**config.mk**
```make
export PLATFORM = sky130hd
export DESIGN_NAME = lnds_ctrl
export DESIGN_NICKNAME = d
export VERILOG_FILES = /design/src/lnds_pkg.sv /design/src/lnds_ctrl.sv
export SDC_FILE = /design/constraint.sdc
export NUM_CORES = 1
export LEC_CHECK = 0
export BUFFER_PORTS_ARGS = -buffer_cell sky130_fd_sc_hd__buf_2
export CORE_AREA = 8 8 45 47
export CTS_CLUSTER_SIZE = 8
export DETAILED_ROUTE_END_ITERATION = 7
export DIE_AREA = 0 0 53 55
export PLACE_DENSITY = 0.32
export SETUP_SLACK_MARGIN = 0.3
export SLEW_MARGIN = 0
export SYNTH_ARGS = -nofsm -noshare
export SYNTH_HDL_FRONTEND = slang
export SYNTH_SLANG_ARGS = --single-unit
```
**constraint.sdc**
```tcl
create_clock -name clk_i -period 1 [get_ports clk_i]
set_input_delay 0.25 -clock clk_i [delete_from_list [all_inputs] [get_ports clk_i]]
set_output_delay 0.25 -clock clk_i [all_outputs]
set_load 0.02 [all_outputs]
```
**src/lnds_pkg.sv**
```systemverilog
// Package with the shared constants, types and state encoding of the subsequence core.
package lnds_pkg;

  localparam int unsigned MAX_LEN = 1024;
  localparam int unsigned VALUE_W = 32;
  localparam int unsigned LEN_W   = 11;
  localparam int unsigned ADDR_W  = (MAX_LEN > 1) ? $clog2(MAX_LEN) : 1;
  localparam int unsigned CNT_W   = $clog2(MAX_LEN + 1);

  typedef enum logic [2:0] {
    ST_IDLE,
    ST_SEARCH,
    ST_COMPARE,
    ST_UPDATE,
    ST_EMIT
  } state_e;

  typedef struct packed {
    logic load;
    logic read;
    logic compare;
    logic update;
    logic emit;
  } dp_cmd_t;

  typedef struct packed {
    logic search_done;
    logic is_last;
    logic out_free;
  } dp_status_t;

endpackage

```
**src/lnds_ctrl.sv**
```systemverilog
// Controller state machine sequencing the binary search, update and result hand-off.
module lnds_ctrl (
  input  logic                 clk_i,
  input  logic                 rst_ni,
  input  logic                 in_valid_i,
  output logic                 in_ready_o,
  input  lnds_pkg::dp_status_t status_i,
  output lnds_pkg::dp_cmd_t    cmd_o
);

  lnds_pkg::state_e state_q, state_d;

  always_ff @(posedge clk_i or negedge rst_ni) begin
    if (!rst_ni) begin
      state_q <= lnds_pkg::ST_IDLE;
    end else begin
      state_q <= state_d;
    end
  end

  always_comb begin
    state_d    = state_q;
    cmd_o      = '0;
    in_ready_o = 1'b0;
    case (state_q)
      lnds_pkg::ST_IDLE: begin
        in_ready_o = 1'b1;
        if (in_valid_i) begin
          cmd_o.load = 1'b1;
          state_d    = lnds_pkg::ST_SEARCH;
        end
      end
      lnds_pkg::ST_SEARCH: begin
        if (status_i.search_done) begin
          state_d = lnds_pkg::ST_UPDATE;
        end else begin
          cmd_o.read = 1'b1;
          state_d    = lnds_pkg::ST_COMPARE;
        end
      end
      lnds_pkg::ST_COMPARE: begin
        // The probed tail is now on the RAM output register.
        cmd_o.compare = 1'b1;
        state_d       = lnds_pkg::ST_SEARCH;
      end
      lnds_pkg::ST_UPDATE: begin
        cmd_o.update = 1'b1;
        state_d      = status_i.is_last ? lnds_pkg::ST_EMIT : lnds_pkg::ST_IDLE;
      end
      lnds_pkg::ST_EMIT: begin
        if (status_i.out_free) begin
          cmd_o.emit = 1'b1;
          state_d    = lnds_pkg::ST_IDLE;
        end
      end
      default: begin
        state_d = lnds_pkg::ST_IDLE;
      end
    endcase
  end

endmodule

```
==> results of run 1 <==
power by group:
part	internal, uW	switching (uW)
logic	529	316
clock network	149	60.5
registers	180	122
total	858	499
cells in the mapped netlist:
library cell,n
nor3b_1,1
nand3b_1,1
nor2_1,1
a21oi_1,1
nor3_2,1
and3b_1,1
nor4b_1,1
nand2_1,1
and2_1,1
dfrtp_1,3
o21bai_1,1
buf_6,1
a21o_1,1
nand2b_1,1
nor3_1,2
per-stage QoR:
stage               total power (uW)  setup slack [ns]  hold slack (ns)  utilization
finish                          1360            -0.393            0.235        0.308
global route                    1460            -0.462            0.230        0.308
CTS                             1260            -0.420            0.224        0.278
detailed placement               788            -0.269           0.0469        0.203
global placement                 780            -0.226           0.0486        0.203
floorplan                        649            -0.249          -0.0456            -
cells in the final DEF (no fill, tap or decap), types with 3 or more instances in the layout:
| cell type | n |
|---|---|
| buf_2 | 6 |
| buf_4 | 9 |
| buf_6 | 6 |
| clkbuf_4 | 3 |
| dfrtp_2 | 3 |
critical path: cells and delay by family (launching register included):
kind / cells / cell delay (ns)
buffers and inverters: 1 / 0.11
AND/OR/NAND/NOR: 2 / 0.36
flip-flops: 1 / 0.45
logic make-up after synthesis:
kind of cell	after synthesis	share of synthesized area
buffers and inverters	1	0.0629
AO/OA/AOI/OAI	3	0.112
flip-flops	3	0.420
AND/OR/NAND/NOR	11	0.406
worst paths after layout:
check / cells after the start / to / slack, ns / from
min reg2reg: 1 / state_q[0] / 0.54 / state_q[2]
max: 3 / cmd_o[4] / -0.39 / state_q[2]
min: 2 / state_q[2] / 0.23 / status_i[1]
min in group asynchronous: 2 / state_q[1] / 0.35 / rst_ni
max in group asynchronous: 2 / state_q[2] / 0.53 / rst_ni
max reg2reg: 5 / state_q[0] / -0.19 / state_q[1]
routing by layer:
metal | up-vias | track usage | wire [microns]
met1 | 103 | 0.0503 | 282
li1 | 115 | - | -
met3 | 0 | 0.0187 | 20
met4 | 0 | 0.0259 | 0
met5 | - | 0 | 0
met2 | 7 | 0.0801 | 348
final cells by class:
cell class / count / area [sq um] / share of cell area
tap: 16 / 20.0 / 0.0469
clock buffer: 4 / 26.3 / 0.0616
sequential: 3 / 78.8 / 0.185
timing repair buffer: 22 / 175 / 0.411
multi-input combinational: 14 / 126 / 0.296
repair_timing:
action                                  4_1_cts  5_1_grt
cloned                                        0        0
buffers inserted                              4        5
pin swaps                                     3        2
endpoints found under the hold margin         3        0
resized for setup                            12        1
endpoints found under the setup margin        9        9
hold buffers                                  1        0
==> metrics.txt, run 1 <==
detailed placer's ending HPWL 434 microns; RSZ-0062 raised after global routing true; setup_tns -2.45 ns; clock root buffer clkbuf_4; Die Ht 55 microns; fin crit period 1.39 ns; dominant cells by area after synthesis dfrtp_1, buf_6, nor3_1, nor3_2, and3b_1; mean number of vias per cell 3.81; measured slew at the worst slew-check pin 0.195 ns; synthesized area 179 sq um; count of cell types in the netlist 15; Fin Clk Skew 0.00429 ns; largest net degree at the start of global routing 8; final wirelength 651 microns; Die W 53 microns; P_leak 0.000208 uW; full die area 2920 sq um; Critical Path Slowest Stage Cell dfrtp_2; io pins 12; pwr/cell area 3180 nW/um^2; Hold Vio Cnt, Final 0; Tot GR Track Use 0.0476; final antenna-violating net count 0; data arrival time of the worst path 1.14 ns; drt wl/cell 11.0 microns; Setup crit end kind output port; cts bufs inserted 3; Crit path largest cell delay 0.45 ns; crit-path cells nor3_4 -> and2_4 -> buf_6; Critical Path Fanout Max 7; crit share post-route 1.39; via count 225; fin cells 59; gr ovfl total 0; starting density of the core 0.129; Worst Hold Class primary input to flop; first-pass GRT wire length 1040 microns; Synth Net Count 24; Area growth syn-to-layout 138%; Cells after Synth 18; Filler Cells Inserted 162; setup ws final -0.393 ns; top-area cell type share of the netlist area 0.420; Biggest register state_q; I/O Buffers 11; Highest Clock Rate 718 MHz; Final Cell Area 427 sq um; DR pass1 iterations 2; crit path kind flop to output port; Syn Area/Cell 9.94 sq um; nets 50; Largest regs state_q (3); failing checks setup timing; Largest register FFs 3; status complete, but fails checks; Peak supply drop 0.841 mV; Setup crit start kind flop; drt drc 0; clock tree buffer depth 2; antenna diode count 0; DRT iter0 DRCs 1; share of cells above drive strength 1 0.791; Final Wtd Congestion 0.663; MaxCap Viol Count 0; row count 14; initial antenna violation count 0; sequential share of the synthesized area 0.420; latest clock arrival within the worst-skew pair 0.23 ns; Synth Register Bits 3; Core ar. 1380 sq um; Reg clk slew, reported paths 0.03 ns; Placed Area 280 sq um; Yosys warnings 0; Max-Slew Margin vs Limit 0.870; Setup-failing EPs final 8; Worst Path Required 0.75 ns; vias in the first global route 258; leading area contributor after synthesis dfrtp_1; max-slew violation count 0; Inst Count DP 45; H-tree depth 1; CTS tree yes; clk sink count 3
Note: power is estimated with default switching activity, not from simulation.
==> inputs of run 2 (changes only) <==
ABC_AREA = 1   (was unset)
==> run 2 against run 1 <==
The run still ends with setup timing left; hold slack worse by 0.0048 ns; synthesized cell count is 61% higher; cell count is 25% higher; critical path depth is 1 higher; utilization is 5.0 points higher; largest power group unchanged; sequential cell count stayed put; power is 16% higher; wire length stayed put; critical path type unchanged.
==> metrics.txt, run 2 <==
status complete, but fails checks; failing checks setup timing; fin crit period 1.37 ns (-0.0245 ns); Highest Clock Rate 731 MHz (+1.8%); Worst Path Required 0.75 ns (about the same); setup_tns -2.48 ns (-0.0273 ns); r2r endpoint state_q[0]; max-slew violation count 0 (unchanged); Largest register FFs 3 (unchanged); final core area utilization 0.358 (+0.0497); Simple-Gate Fraction of Synth Area 0.458 (+0.0527); crit share post-route 1.37 (-0.0245); R2R setup slack -0.26 ns (-0.07 ns); final antenna-violating net count 0 (unchanged); crit path kind flop to output port; Biggest register state_q; met2 usage 0.0996 (+0.0195); drt drc 0 (unchanged); Peak supply drop 1.15 mV (+37%); clock root buffer clkbuf_4; Synth Register Bits 3 (unchanged); synthesized area 180 sq um (+0.70%); commonest non-fill, non-tap cell in the layout buf_4; Sw Share 0.399 (+0.0317); P_leak 0.000262 uW (+26%); Worst R2R Start state_q[0]; GR peak layer met2; Critical Path Fanout Max 6 (-1); row count 14 (unchanged); final wirelength 651 microns (unchanged); Clock power frac 0.133 (-0.022); setup ws final -0.369 ns (+0.0245 ns); Post-synth EDFFs 0 (unchanged); leading area contributor after synthesis dfrtp_1; post-synthesis adder-cell area fraction 0 (unchanged); post-synthesis xor/xnor area fraction 0 (unchanged); Max-Slew Margin vs Limit 0.889 (+0.0193); vias in the first global route 306 (+19%); clk sink count 3 (unchanged); antenna diode count 0 (unchanged); starting density of the core 0.130 (+0.000904); top cells by count, synth nand2_1, inv_1, nor2_1; cts bufs inserted 3 (unchanged); sequential share of the synthesized area 0.417 (-0.00291); Setup crit end kind output port; CP startpoint state_q[0]; drt wl/cell 8.80 microns (-20%); MaxCap Viol Count 0 (unchanged); largest net degree at the start of global routing 7 (-1); GR Layer Usage met1 0.0427 (-0.00762); pre-CTS WS -0.195 ns (+0.0733 ns); Filler Cells Inserted 147 (-9.3%); mux share of post-synthesis cell area 0 (unchanged); share of flip-flops with an asynchronous set or reset 1.00 (unchanged); DRT iter0 DRCs 3 (+2); Reg clk slew, reported paths 0.04 ns (about the same); Fin Clk Skew 0.00228 ns (-0.00201 ns); Cells after Synth 29 (+11); Final Wtd Congestion 0.667 (+0.62%); Post-synth top flop dfrtp_1; Logic pwr share 0.694 (+0.071); initial antenna violation count 0 (unchanged); Largest regs state_q (3); share of cells above drive strength 1 0.724 (-0.0666); Area growth syn-to-layout 175%; Internal 949 uW (+11%); detailed placer's ending HPWL 460 microns (+6.1%); Hold Vio Cnt, Final 0 (unchanged); Die W 53 microns (unchanged); count of cell types in the netlist 7 (-8); most common cell in the netlist nand2_1; nets 65 (+30%); Synth Area in Compound Gates 0 (-0.112); I/O Buffers 11 (unchanged); DR pass1 iterations 3 (+1); pwr/cell area 3190 nW/um^2 (+0.22%); Hold Path Depth 3 (+1); commonest non-fill, non-tap cells in the layout buf_4, buf_6, nand2_1; data arrival time of the worst path 1.12 ns (-0.02 ns); R2R depth 8 (+3); CTS tree yes; Worst Hold Launch status_i[1]; Worst Hold Class primary input to flop; Core ar. 1380 sq um (unchanged); Worst Hold Path EP state_q[2]; largest family of logic cells by synthesized area simple AND/OR/NAND/NOR gates; io pins 12 (unchanged); register share of total power 0.173 (-0.049); measured slew at the worst slew-check pin 0.167 ns (-0.0284 ns); RSZ-0062 raised after global routing true; Net Switching 630 uW (+26%); Setup crit start kind flop; top-area cell type share of the netlist area 0.417 (-0.00291); Yosys warnings 0 (unchanged); latest clock arrival within the worst-skew pair 0.23 ns (about the same); H-tree depth 1 (unchanged); Setup-failing EPs final 8 (unchanged); full die area 2920 sq um (unchanged); gr ovfl total 0 (unchanged); via count 272 (+21%); Power Total 1580 uW (+16%); Syn Area/Cell 6.21 sq um (-37%); mean number of vias per cell 3.68 (-3.6%); Die Ht 55 microns (unchanged); first-pass GRT wire length 1150 microns (+11%); clock tree buffer depth 2 (unchanged); met3 global-route usage 0.0214 (+0.00267); Synth Net Count 35 (+46%); dominant cells by area after synthesis dfrtp_1, nand2_1, inv_1, nor2_1, nand3_1; Tot GR Track Use 0.0542 (+0.00656)
-- run 2: cell types whose count changed after synthesis, sizes merged, moves of 2 or more --
| cell | before | now |
|---|---|---|
| inv | 0 | 6 |
| nand2 | 1 | 9 |
| nand3 | 0 | 3 |
| nor2 | 1 | 7 |
| nor3 | 3 | 1 |
-- run 2: kinds of logic after synthesis --
group                  Yosys count
AND/OR/NAND/NOR                 20
buffers and inverters            6
flip-flops                       3
-- run 2: cell type report --
| type | instances | area [sq um] | area share |
|---|---|---|---|
| repair buffers | 25 | 208 | 0.419 |
| clock buffers | 4 | 26.3 | 0.0530 |
| flip-flops and latches | 3 | 77.6 | 0.157 |
| multi-input cells | 20 | 141 | 0.285 |
| inverters | 6 | 22.5 | 0.0455 |
| well taps | 16 | 20.0 | 0.0404 |
-- run 2: repair_timing --
| item | 4_1_cts | 5_1_grt |
|---|---|---|
| setup endpoints to repair | 9 | 9 |
| hold endpoints to repair | 3 | 0 |
| hold buffers | 1 | 0 |
| pin swaps | 4 | 0 |
| buffers inserted | 9 | 0 |
| resized for setup | 20 | 6 |
-- run 2: critical path, stage by stage (launching register included) --
cell and delay [ns]:
dfrtp_2 0.46, nor2_2 0.16, nand2_2 0.08, nor2_4 0.08
buf_6 0.12
-- run 2: how the worst max path moves through the flow --
stage / cells after the start / to / slack [ns]
after CTS: 4 / cmd_o[0] / -0.36
after global placement: 4 / cmd_o[4] / -0.18
after floorplan: 3 / in_ready_o / -0.06
after global routing: 4 / cmd_o[4] / -0.43
final: 4 / cmd_o[0] / -0.37
after detailed placement: 4 / cmd_o[4] / -0.20
-- run 2: power groups by stage --
| stage | logic (uW) | clock network [uW] | registers (uW) |
|---|---|---|---|
| 2_1_floorplan | 365 | 0 | 229 |
| 3_3_place_gp | 592 | 0 | 241 |
| 3_5_place_dp | 595 | 0 | 241 |
| 4_1_cts | 1030 | 227 | 264 |
| 5_1_grt | 1190 | 233 | 285 |
| 6_report | 1100 | 210 | 272 |
-- run 2: routing by layer --
metal  up-vias  wire length, microns
met1       124                   220
li1        142                     -
met5         -                     0
met2         6                   376
met3         0                    54
met4         0                     0
-- run 2: stage by stage --
step	cells	hold WS (ns)	area [sq um]
3_3_place_gp	60	0.0452	313
3_5_place_dp	60	0.0472	313
5_1_grt	74	0.259	495
4_1_cts	74	0.229	469
6_report	74	0.230	495
2_1_floorplan	29	-0.0456	208
